$ cat src/rtl/cass_pkg.sv
// ----------------------------------------------------------------------------
// cass_pkg
// Shared types and constants of the capture and script step scheduler.
// ----------------------------------------------------------------------------
package cass_pkg;

  localparam int unsigned TimeW   = 48;
  localparam int unsigned IntW    = 32;
  localparam int unsigned CntW    = 64;
  localparam int unsigned StepW   = 4;
  localparam int unsigned CountW  = 5;
  localparam int unsigned FuncW   = 3;
  localparam int unsigned MaxSteps = 16;
  localparam int unsigned InDataW = 88;  // 3+48+4+1+32
  localparam int unsigned OutDataW = 120; // 1+4+48+64 = 117, padded

  typedef enum logic [FuncW-1:0] {
    FN_QUERY   = 3'd0,
    FN_CAP     = 3'd1,
    FN_STEP    = 3'd2,
    FN_FAIL    = 3'd3,
    FN_WRITE   = 3'd4
  } func_t;

  typedef enum logic [1:0] {
    REG_INTERVAL = 2'd0,
    REG_LOOP     = 2'd1,
    REG_COUNT    = 2'd2
  } reg_idx_t;

  // controller -> datapath
  typedef struct packed {
    logic load;       // capture item fields
    logic do_begin;   // initialize if not started
    logic div_start;  // start overrun division
    logic div_step;   // one division iteration
    logic apply_ovr;  // add quotient
    logic cap_done;
    logic step_adv;
    logic arm_ld;     // arm from table read
    logic fail;
    logic write_ent;
    logic out_load;
  } cmd_t;

  // datapath -> controller
  typedef struct packed {
    logic div_busy;
    logic [FuncW-1:0] func;
  } sts_t;

  function automatic logic [TimeW-1:0] add48(input logic [TimeW-1:0] a,
                                             input logic [TimeW-1:0] b);
    logic [TimeW:0] s;
    s = {1'b0, a} + {1'b0, b};
    return s[TimeW] ? {TimeW{1'b1}} : s[TimeW-1:0];
  endfunction

endpackage

$ cat src/rtl/cass_datapath.sv
// ----------------------------------------------------------------------------
// cass_datapath
// Scheduler state, step table, serial overrun divider and result register.
// ----------------------------------------------------------------------------
module cass_datapath (
  input  logic                         clk,
  input  logic                         rst_n,
  input  cass_pkg::cmd_t               cmd,
  output cass_pkg::sts_t               sts,
  input  logic [cass_pkg::InDataW-1:0] in_data,
  input  logic                         cfg_we,
  input  logic [1:0]                   cfg_idx,
  input  logic [31:0]                  cfg_val,
  output logic [cass_pkg::OutDataW-1:0] out_data
);
  import cass_pkg::*;

  localparam int unsigned CtrW = $clog2(TimeW + 1);

  logic [IntW-1:0]   interval_r;
  logic              loop_r;
  logic [CountW-1:0] count_r;

  logic [FuncW-1:0]  func_r;
  logic [TimeW-1:0]  now_r;
  logic [StepW-1:0]  eidx_r;
  logic              edly_r;
  logic [IntW-1:0]   edelay_r;

  logic [TimeW-1:0]  cap_r, stp_r;
  logic [StepW-1:0]  cur_r;
  logic              run_r, started_r;
  logic [CntW-1:0]   skip_r;

  logic [IntW:0]     table_mem [MaxSteps];
  logic [IntW:0]     ent_r;

  // restoring divider: remainder, quotient, count
  logic [TimeW-1:0]  rem_r, quo_r;
  logic [IntW:0]     part_r;
  logic [CtrW-1:0]   dcnt_r;
  logic              busy_r;

  logic [OutDataW-1:0] out_r;

  logic [CountW-1:0] used;
  logic [StepW:0]    cur_inc;
  logic [IntW:0]     trial;
  logic [TimeW-1:0]  arm_val;
  logic [CntW:0]     skip_sum;

  assign used = (count_r > CountW'(MaxSteps)) ? CountW'(MaxSteps) : count_r;
  assign cur_inc = {1'b0, cur_r} + 1'b1;
  assign trial = {part_r[IntW-1:0], rem_r[TimeW-1]} - {1'b0, interval_r};
  assign arm_val = ent_r[IntW] ? add48(now_r, {{(TimeW-IntW){1'b0}}, ent_r[IntW-1:0]})
                               : now_r;
  assign skip_sum = {1'b0, skip_r} + {{(CntW-TimeW+1){1'b0}}, quo_r};

  assign sts.div_busy = busy_r;
  assign sts.func = func_r;
  assign out_data = out_r;

  always_ff @(posedge clk) begin
    if (!rst_n) begin
      interval_r <= '0;
      loop_r <= 1'b0;
      count_r <= '0;
    end else if (cfg_we) begin
      unique case (cfg_idx)
        REG_INTERVAL: interval_r <= cfg_val;
        REG_LOOP:     loop_r <= cfg_val[0];
        REG_COUNT:    count_r <= cfg_val[CountW-1:0];
        default: ;
      endcase
    end
  end

  // table port: write on entry writes; the current step is read always
  always_ff @(posedge clk) begin
    if (cmd.write_ent)
      table_mem[eidx_r] <= {edly_r, edelay_r};
    ent_r <= table_mem[cur_r];
  end

  always_ff @(posedge clk) begin
    if (cmd.load) begin
      func_r   <= in_data[2:0];
      now_r    <= in_data[50:3];
      eidx_r   <= in_data[54:51];
      edly_r   <= in_data[55];
      edelay_r <= in_data[87:56];
    end
    if (cmd.out_load) begin
      if (!run_r || cap_r <= stp_r)
        out_r <= {3'b0, skip_r, cap_r, 4'd0, 1'b0};
      else
        out_r <= {3'b0, skip_r, stp_r, cur_r, 1'b1};
    end
  end

  always_ff @(posedge clk) begin
    if (!rst_n) begin
      cap_r <= '0;
      stp_r <= '0;
      cur_r <= '0;
      run_r <= 1'b0;
      started_r <= 1'b0;
      skip_r <= '0;
      busy_r <= 1'b0;
      dcnt_r <= '0;
      rem_r <= '0;
      quo_r <= '0;
      part_r <= '0;
    end else begin
      if (cmd.do_begin && !started_r) begin
        cap_r <= now_r;
        run_r <= (used != '0);
        cur_r <= cur_r;
        started_r <= 1'b1;
      end
      if (cmd.arm_ld) stp_r <= arm_val;
      if (cmd.div_start) begin
        quo_r <= '0;
        if (interval_r != '0 && now_r > cap_r) begin
          rem_r <= now_r - cap_r;
          part_r <= '0;
          dcnt_r <= CtrW'(TimeW);
          busy_r <= 1'b1;
        end
      end else if (cmd.div_step && busy_r) begin
        if (!trial[IntW]) begin
          part_r <= trial;
          quo_r <= {quo_r[TimeW-2:0], 1'b1};
        end else begin
          part_r <= {part_r[IntW-1:0], rem_r[TimeW-1]};
          quo_r <= {quo_r[TimeW-2:0], 1'b0};
        end
        rem_r <= {rem_r[TimeW-2:0], 1'b0};
        dcnt_r <= dcnt_r - 1'b1;
        if (dcnt_r == CtrW'(1)) busy_r <= 1'b0;
      end
      // whole intervals added to the deadline equal now minus the remainder
      if (cmd.apply_ovr && quo_r != '0) begin
        cap_r <= now_r - {{(TimeW-IntW){1'b0}}, part_r[IntW-1:0]};
        skip_r <= skip_sum[CntW] ? {CntW{1'b1}} : skip_sum[CntW-1:0];
      end
      if (cmd.cap_done) cap_r <= add48(now_r, {{(TimeW-IntW){1'b0}}, interval_r});
      if (cmd.step_adv) begin
        if (cur_inc >= {1'b0, used}) begin
          if (!loop_r) begin
            run_r <= 1'b0;
            cur_r <= cur_inc[StepW-1:0];
          end else begin
            cur_r <= '0;
          end
        end else begin
          cur_r <= cur_inc[StepW-1:0];
        end
      end
      if (cmd.fail) run_r <= 1'b0;
    end
  end

  assert property (@(posedge clk) disable iff (!rst_n)
    busy_r |-> dcnt_r != '0) else $error("divider busy with zero count");
  assert property (@(posedge clk) disable iff (!rst_n)
    run_r |-> started_r) else $error("script running before start");
  assert property (@(posedge clk) disable iff (!rst_n)
    cmd.apply_ovr |-> !busy_r) else $error("quotient applied mid-division");

endmodule

$ cat src/rtl/cass_ctrl.sv
// ----------------------------------------------------------------------------
// cass_ctrl
// Sequencer: takes one item, steps the datapath through it, holds the result.
// ----------------------------------------------------------------------------
module cass_ctrl (
  input  logic           clk,
  input  logic           rst_n,
  input  logic           in_tvalid,
  output logic           in_tready,
  output logic           out_tvalid,
  input  logic           out_tready,
  output cass_pkg::cmd_t cmd,
  input  cass_pkg::sts_t sts
);
  import cass_pkg::*;

  typedef enum logic [3:0] {
    S_IDLE, S_DEC, S_BEG, S_RD, S_ARM, S_DIVS, S_DIV, S_APPLY, S_OUT,
    S_STEP, S_SRD, S_SARM, S_CAP
  } state_t;

  state_t state_r;
  logic   ovalid_r;

  assign in_tready  = (state_r == S_IDLE);
  assign out_tvalid = ovalid_r;

  always_comb begin
    cmd = '0;
    unique case (state_r)
      S_IDLE:  cmd.load = in_tvalid;
      S_DEC:   ;
      S_BEG:   cmd.do_begin = 1'b1;
      S_RD:    ;
      S_ARM:   cmd.arm_ld = 1'b1;
      S_DIVS:  cmd.div_start = 1'b1;
      S_DIV:   cmd.div_step = 1'b1;
      S_APPLY: cmd.apply_ovr = 1'b1;
      S_OUT:   cmd.out_load = !ovalid_r || out_tready;
      S_STEP:  cmd.step_adv = 1'b1;
      S_SRD:   ;
      S_SARM:  cmd.arm_ld = 1'b1;
      S_CAP:   cmd.cap_done = 1'b1;
      default: ;
    endcase
    if (state_r == S_DEC) begin
      cmd.fail      = (sts.func == FN_FAIL);
      cmd.write_ent = (sts.func == FN_WRITE);
    end
    if (state_r == S_ARM) cmd.cap_done = (sts.func == FN_CAP);
  end

  // started flag and run flag live in the datapath; S_ARM is reached only
  // right after begin, so step 0 is armed there (cur stays 0 until the first
  // step done). A capture done after start goes through S_CAP instead.
  logic began_r;

  always_ff @(posedge clk) begin
    if (!rst_n) begin
      state_r  <= S_IDLE;
      ovalid_r <= 1'b0;
      began_r  <= 1'b0;
    end else begin
      if (state_r == S_OUT && (!ovalid_r || out_tready)) ovalid_r <= 1'b1;
      else if (out_tvalid && out_tready) ovalid_r <= 1'b0;
      unique case (state_r)
        S_IDLE: if (in_tvalid) state_r <= S_DEC;
        S_DEC: begin
          if (sts.func == FN_QUERY || sts.func == FN_CAP || sts.func == FN_STEP)
            state_r <= began_r ? ((sts.func == FN_CAP) ? S_CAP :
                                  (sts.func == FN_STEP) ? S_STEP : S_DIVS)
                               : S_BEG;
          else
            state_r <= S_IDLE;
        end
        S_BEG: begin
          began_r <= 1'b1;
          state_r <= S_RD;
        end
        S_RD:  state_r <= S_ARM;
        S_ARM: begin
          if (sts.func == FN_QUERY) state_r <= S_DIVS;
          else if (sts.func == FN_STEP) state_r <= S_STEP;
          else state_r <= S_IDLE;
        end
        S_DIVS:  state_r <= S_DIV;
        S_DIV:   if (!sts.div_busy) state_r <= S_APPLY;
        S_APPLY: state_r <= S_OUT;
        S_OUT:   if (!ovalid_r || out_tready) state_r <= S_IDLE;
        S_STEP:  state_r <= S_SRD;
        S_SRD:   state_r <= S_SARM;
        S_SARM:  state_r <= S_IDLE;
        S_CAP:   state_r <= S_IDLE;
        default: state_r <= S_IDLE;
      endcase
    end
  end

  assert property (@(posedge clk) disable iff (!rst_n)
    cmd.out_load |=> ovalid_r) else $error("result not presented");
  assert property (@(posedge clk) disable iff (!rst_n)
    (state_r != S_IDLE) |-> !in_tready) else $error("ready while busy");
  assert property (@(posedge clk) disable iff (!rst_n)
    (state_r == S_BEG) |=> began_r) else $error("start not recorded");

endmodule

$ cat src/rtl/capture_and_script_step_scheduler.sv
// ----------------------------------------------------------------------------
// capture_and_script_step_scheduler
// Periodic capture and scripted step scheduler, one item at a time.
// ----------------------------------------------------------------------------
// channel | dir | contents
// in_     | in  | tdata: func, now_ms, entry_index, entry_is_delay, entry_delay_ms
// out_    | out | tdata: due_kind, due_step, wake_at_ms, skipped_total
// cfg_    | in  | index 0 interval_ms, 1 loop_enable, 2 step_count
//
// A query runs the 48-step serial overrun divider only when an interval is
// overdue, and the first timed item passes the start states first; other
// items never use the divider. One item is in work at a time.
// Reset (rst_n low, synchronous) clears all control state; the step table
// holds no reset value. A result waiting in the output register stalls the
// next query only at its final stage.
// ----------------------------------------------------------------------------
module capture_and_script_step_scheduler (
  input  logic                           clk,
  input  logic                           rst_n,
  input  logic                           in_tvalid,
  output logic                           in_tready,
  // func[2:0], now_ms[50:3], entry_index[54:51], entry_is_delay[55],
  // entry_delay_ms[87:56]
  input  logic [cass_pkg::InDataW-1:0]   in_tdata,
  output logic                           out_tvalid,
  input  logic                           out_tready,
  // due_kind[0], due_step[4:1], wake_at_ms[52:5], skipped_total[116:53]
  output logic [cass_pkg::OutDataW-1:0]  out_tdata,
  input  logic                           cfg_valid,
  output logic                           cfg_ready,
  input  logic [1:0]                     cfg_index,
  input  logic [31:0]                    cfg_data
);
  import cass_pkg::*;

  cmd_t cmd;
  sts_t sts;

  assign cfg_ready = 1'b1;

  cass_ctrl u_ctrl (
    .clk, .rst_n, .in_tvalid, .in_tready, .out_tvalid, .out_tready,
    .cmd, .sts
  );

  cass_datapath u_dp (
    .clk, .rst_n, .cmd, .sts,
    .in_data(in_tdata),
    .cfg_we(cfg_valid),
    .cfg_idx(cfg_index),
    .cfg_val(cfg_data),
    .out_data(out_tdata)
  );

endmodule
$ cat config.mk
export PLATFORM = sky130hd
export DESIGN_NAME = capture_and_script_step_scheduler
export DESIGN_NICKNAME = d
export VERILOG_FILES = /design/src/rtl/cass_pkg.sv /design/src/rtl/cass_datapath.sv /design/src/rtl/cass_ctrl.sv /design/src/rtl/capture_and_script_step_scheduler.sv
export SDC_FILE = /design/constraint.sdc
export NUM_CORES = 2
export LEC_CHECK = 0
export ABC_AREA = 1
export BUFFER_PORTS_ARGS = -buffer_cell sky130_fd_sc_hd__buf_2
export CAP_MARGIN = 15
export CELL_PAD_IN_SITES_DETAIL_PLACEMENT = 0
export CELL_PAD_IN_SITES_GLOBAL_PLACEMENT = 1
export CORE_ASPECT_RATIO = 1.1
export CORE_MARGIN = 10
export CORE_UTILIZATION = 35
export DETAILED_ROUTE_END_ITERATION = 12
export GPL_ROUTABILITY_DRIVEN = 0
export GPL_TIMING_DRIVEN = 0
export PLACE_DENSITY = 0.64
export SYNTH_ARGS = -nofsm -noshare
export SYNTH_HDL_FRONTEND = slang
export SYNTH_SLANG_ARGS = --single-unit
$ cat constraint.sdc
create_clock -name clk -period 6 [get_ports clk]
set_clock_uncertainty 0.05 [all_clocks]
set_input_delay 0 -clock clk [delete_from_list [all_inputs] [get_ports clk]]
set_output_delay 0 -clock clk [all_outputs]
set_load 0.02 [all_outputs]
== After elaboration in Yosys (flattened, before gate mapping) ==
Memories as Yosys holds them, arrays and structs flattened. A register that Yosys moved wholly into a read port is not among the register bits.
Index checks and enable logic that the tools add are counted.
Storage, ports and cells
  bits in registers: 550
  bits in writable memories: 528
  bits of input ports: 127
  output and inout bits: 123
  word-level logic and storage cells: 148
  memories: 1
Memory list
  u_dp.table_mem: words 16, bits a word 33, read ports 1, clocked after memory_dff 1, wr ports 1, line cass_datapath.sv:35  | logic [IntW:0] table_mem [MaxSteps];
Cells by class
  add/sub/neg operators: 8
  magnitude comparators: 4
  equal/unequal tests: 23
  multiplexer cells: 55
  bitwise gates (word level): 1
  reductions and logical operators: 32
Operators by type and width (number)
  48-bit 2-to-1 mux: 9
  32-bit 2-to-1 mux: 4
  48-bit by 32-bit adder with 49-bit output: 2
  64-bit by 48-bit adder with 65-bit output: 1
  64-bit 2-to-1 mux: 1
  53-bit 2-to-1 mux: 1
  48-bit > comparator: 1
  48-bit less-or-equal comparator: 1
  48-bit nonzero test: 1
  48-bit by 32-bit subtractor with 48-bit output: 1
  48-bit subtractor: 1
  4-bit 2-to-1 mux: 11
  4-bit case mux with 11 select lines: 1
  33-bit by 32-bit subtractor with 33-bit output: 1
  32-bit nonzero test: 1
  1-bit 2-to-1 mux: 23
  4-bit == test, second input constant: 5
  6-bit 2-to-1 mux: 3
  4-bit by 3-bit == test with 1-bit output, second input constant: 4
  4-bit by 2-bit == test with 1-bit output, second input constant: 2
  2-bit AND reduction: 4
  3-bit by 2-bit == test with 1-bit output, second input constant: 2
  6-bit by 1-bit == test with 1-bit output, second input constant: 1
  1-bit logical AND: 6
  other kinds (24): 36

== Depth between registers and ports, before layout ==
  word-level depth: 7
  gate-level depth with buffers: 19
  depth with buffers taken out: 18

== Cells and area by module ==
A second synthesis with hierarchy kept.
Second synthesis, totals
  cells, all modules: 7920
  area, all modules: 62369.8 um2
Modules (own cells, without submodules)
  cass_datapath: instances 1, cells an instance 7827, area each 61874.3 um2, seq. area each 29458.3 um2
  cass_ctrl: instances 1, cells an instance 91, area each 484.2 um2, seq. area each 120.1 um2
  capture_and_script_step_scheduler: instances 1, cells an instance 2, area each 11.3 um2, seq. area each 0.0 um2

== Worst setup path before layout ==
OpenSTA, ideal clock, no wires.
  path kind: register -> register
  start point: reg u_ctrl.state_r[3]
  end point: reg u_dp.out_r[0], in the netlist u_dp.out_data[0], enable pin
  setup time: 596 ps
  arrival time: 5591 ps
  required time: 5354 ps
  slack: -236 ps
  stages on the path, launching flop included: 7
  path buffers: 0
  period minus slack after synthesis: 6236 ps
  cells stage by stage: dfxtp_1 > inv_1 > nor2_1 > inv_1 > nor2_1 > inv_1 > nor2_1
RTL lines
  start, declared: line cass_ctrl.sv:22  | state_t state_r;
  start signal, assigned: line cass_ctrl.sv:70  | state_r <= began_r ? ((sts.func == FN_CAP) ? S_CAP :
  end signal, assigned: line cass_datapath.sv:95  | out_r <= {3'b0, skip_r, cap_r, 4'd0, 1'b0};
  end signal, assigned: line cass_datapath.sv:97  | out_r <= {3'b0, skip_r, stp_r, cur_r, 1'b1};
  end, declared: line cass_datapath.sv:44  | logic [OutDataW-1:0] out_r;

== Final worst setup path ==
  start point: reg u_dp.now_r[1]
  end point: reg u_dp.rem_r[46]
On the way
  word-level cells in the longest chain between the ends: 4
  elaborated cells on any way between the ends: 7
  those cells by class: 1 x add/sub; 1 x order compare; 1 x eq/ne; 2 x mux; 2 x reduce/logical
Ends and longest elaborated chain
  start, declared: line cass_datapath.sv:25  | logic [TimeW-1:0] now_r;
  start signal, assigned: line cass_datapath.sv:88  | now_r <= in_data[50:3];
  48-bit > comparator: line cass_datapath.sv:124  | if (interval_r != '0 && now_r > cap_r) begin
  1-bit logical AND: line cass_datapath.sv:124
  2-bit by 1-bit inequality test with 1-bit output (no line)
  2-bit AND reduction (no line)
  end signal, assigned: line cass_datapath.sv:125  | rem_r <= now_r - cap_r;
  end signal, assigned: line cass_datapath.sv:138  | rem_r <= {rem_r[TimeW-2:0], 1'b0};
  end, declared: line cass_datapath.sv:39  | logic [TimeW-1:0] rem_r, quo_r;
Parallel ways exist; a longest one is shown, timed or not. The select of a mux whose other input is x is not followed.
A chain may end at the register's enable or synchronous reset.

==> flow_summary.yaml <==
outcome:
  status: "completed"
routing:
  drcViolationCount: 0
  drt-initial-drc-count: 5836
  via_per_inst: 5.23
  vias: 60600
  drt_pass1_iterations: 6
  postRouteWirelength_mm: 281
  wl_per_cell_um: 24.3
  ant_nets: 0
worst_hold_path:
  holdCritPathClass: "input pin to register"
timing:
  fin_setup_tns_ns: 0
  rsz0062_at_grt: "no"
  hold_viol_final: 0
  finalWorstSetupSlack_ns: 2.20
  period_share: 0.633
  slew_viol_final: 0
  fmax_mhz: 263
  relSlewSlack: 0.137
  setup_viol: 0
  fin_crit_ns: 3.80
  tightest_slew_ns: 1.30
pwr:
  intPower_uw: 13800
  power_frac_seq: 0.449
  p_comb_frac: 0.138
  power.switching_uw: 5540
  p_leak_uw: 0.0329
  power_density_nw_per_um2: 254
  p_sw_frac: 0.287
  p_clk_frac: 0.413
  ir_drop_mv: 0.319
  finalPower_uw: 19300
finish:
  area_delta_synth_final_pct: 17.9
  mostFrequentLayoutCells: "nand2_1, inv_1, nor2_1, edfxtp_1, o21ai_0"
  fin_nets: 9440
  drive_gt1_frac: 0.0793
  final_common_cell: "nand2_1"
cts:
  cts_sinks: 1111
  clk-insertion-delay-late_ns: 0.82
  hold_buffers: 229
  numCtsBuffers: 130
  path_clk_slew_ns: 0.06
  cts_setup_buffers: 0
  cts_resized: 0
  cts_tree: "yes"
  root_buffer: "clkbuf_16"
  clk_path_buf_depth: 3
  htreeDepth: 4
critical_path:
  required_ns: 6.59
  crit_type: "register to register"
  start_kind: "register"
  crit_path_end_kind: "register"
  path_max_fanout: 10
  crit_arrival_ns: 4.39
grt:
  grt.total_usage: 0.268
  grt_pass1_vias: 58500
  grt_max_degree: 35
  grt_pass1_wl_mm: 401
  antenna_found_initial: 19
  globalRouteOverflowTotal: 0
floorplanning:
  core_area_um2: 184000
  dieArea_um2: 203000
  num_io_pins: 250
  die_h_um: 471
  start_util: 0.352
  die_width_um: 430
  fp-row-count: 165
yosys:
  yosysSeqAreaShare: 0.457
  ys_types: 62
  async_reset_ff_frac: 0
  ys_ff_latch: 1111
  synth_edf_count: 733
  syn_area_per_cell_um2: 7.71
  yosys_most_used_dff: "edfxtp_1"
  syn_area_um2: 64700
  yosysWarnings: 0
  syn_inst: 8392
place:
  io_buffers: 245
  place_hpwl_mm: 223
  post-place-ws_ns: 2.25
job:
  cap_violations: 0
==> worst paths after layout <==
| path | to | cells past startpoint | start | slack [ns] |
|---|---|---|---|---|
| worst max-delay path | u_dp.rem_r[46] | 16 | u_dp.now_r[1] | 2.20 |
| worst max register to register | u_dp.rem_r[46] | 16 | u_dp.now_r[1] | 2.20 |
| worst min-delay path | u_dp.interval_r[30] | 4 | cfg_data[30] | 0.04 |
| worst min register to register | u_dp.out_data[66] | 0 | u_dp.skip_r[13] | 0.40 |
==> cells by family (layout without fill, tap and decap cells) <==
family / Yosys count / after routing / synth area share
flops: 1111 / 1111 / 0.457
compound gates: 1452 / 1452 / 0.126
simple gates: 3994 / 3994 / 0.258
xor+xnor: 126 / 126 / 0.0171
other cells: 2 / 35 / 0.000116
fa+ha+maj: 286 / 286 / 0.0560
buf+inv: 1421 / 2156 / 0.0865
==> metrics by stage <==
| step | cells | util | hold WS (ns) | cell area [um^2] |
|---|---|---|---|---|
| 2_1_floorplan | 8394 | - | 0.0489 | 64700 |
| 3_3_place_gp | 11100 | 0.375 | 0.126 | 69000 |
| 3_5_place_dp | 11100 | 0.379 | 0.128 | 69700 |
| 4_1_cts | 11600 | 0.414 | 0.00752 | 76200 |
| 5_1_grt | 11600 | 0.415 | 0.0661 | 76300 |
| 6_report | 11600 | 0.415 | 0.0354 | 76300 |
==> sequential cells by signal (all words and copies together) (netlist names), 5 cells and up <==
register / count
u_dp.skip_r: 64
u_dp.now_r: 48
u_dp.out_data: 117
u_dp.interval_r: 32
u_dp.edelay_r: 32
u_dp.quo_r: 48
u_dp.cap_r: 48
u_dp.rem_r: 48
u_dp.part_r: 32
u_dp.stp_r: 48
u_dp.ent_r: 33
u_dp.count_r: 5
u_dp.dcnt_r: 6
u_dp.table_mem: 528
==> power groups by stage <==
stage,logic (uW),clock network (uW),registers [uW]
floorplan,1640,0,8590
global placement,2450,0,8850
detailed placement,2490,0,8830
CTS,2620,8100,8670
global route,2940,8390,8670
finish,2670,7990,8680
==> cell usage after synthesis (5+ instances only) <==
master,n,area share
o21ai_1,17,0.0013
nand2_1,2210,0.13
nor2_2,17,0.0016
inv_1,1107,0.064
nand2_2,38,0.0037
ha_1,280,0.054
o211ai_1,37,0.0043
nand3_1,595,0.046
xnor2_1,69,0.0093
nand4_1,80,0.0077
or2_2,7,0.00068
o21ai_2,5,0.00068
o221ai_1,100,0.014
buf_1,17,0.00099
and2_1,13,0.0013
nor4_1,12,0.0012
edfxtp_1,733,0.34
clkbuf_1,190,0.011
a21oi_1,524,0.041
nor3_1,58,0.0045
buf_4,18,0.0021
nor2_1,887,0.051
a21oi_2,35,0.0047
nand3_2,11,0.0017
o21a_1,10,0.0012
buf_2,41,0.0032
o21bai_1,35,0.0041
fa_1,6,0.0019
a31oi_1,9,0.00087
nand2_4,8,0.0014
inv_2,26,0.0015
xor2_1,57,0.0077
nand3b_1,28,0.0032
and3_1,7,0.00068
buf_6,18,0.0031
o21ai_0,628,0.049
o22ai_1,39,0.0038
dfxtp_1,378,0.12
==> cell type report <==
cell class	count	area, um^2
inverter	1136	4260
antenna	31	77.6
clock buffer	183	3680
multi-input combinational	5862	29700
sequential	1111	29600
buffer	285	1340
timing repair buffer	501	4070
tap	2421	3030
clock inverter	51	567
fill	19000	108000
==> metal layers <==
metal / share of wire / global-route usage / vias up
met1: 0.42 / 0.341 / 28800
met4: 0.061 / 0.147 / 0
met5: 0 / 0 / -
met2: 0.46 / 0.439 / 2187
li1: - / - / 29100
met3: 0.065 / 0.0369 / 490
==> worst max-delay path: stages (launching register included) <==
cell and delay, ns:
edfxtp_1 0.99, inv_1 0.35, fa_1 0.55, o21ai_2 0.36, nand2_1 0.11, nand2_2 0.14, nand2_2 0.06, nand2_2 0.13
nand2_2 0.06, nand3_2 0.10, nand2_2 0.10, buf_6 0.19, buf_6 0.16, nand3_1 0.07, nand2_1 0.06, nor2_1 0.08
nor2_1 0.05
No activity file was read; power rests on OpenSTA's default activity.
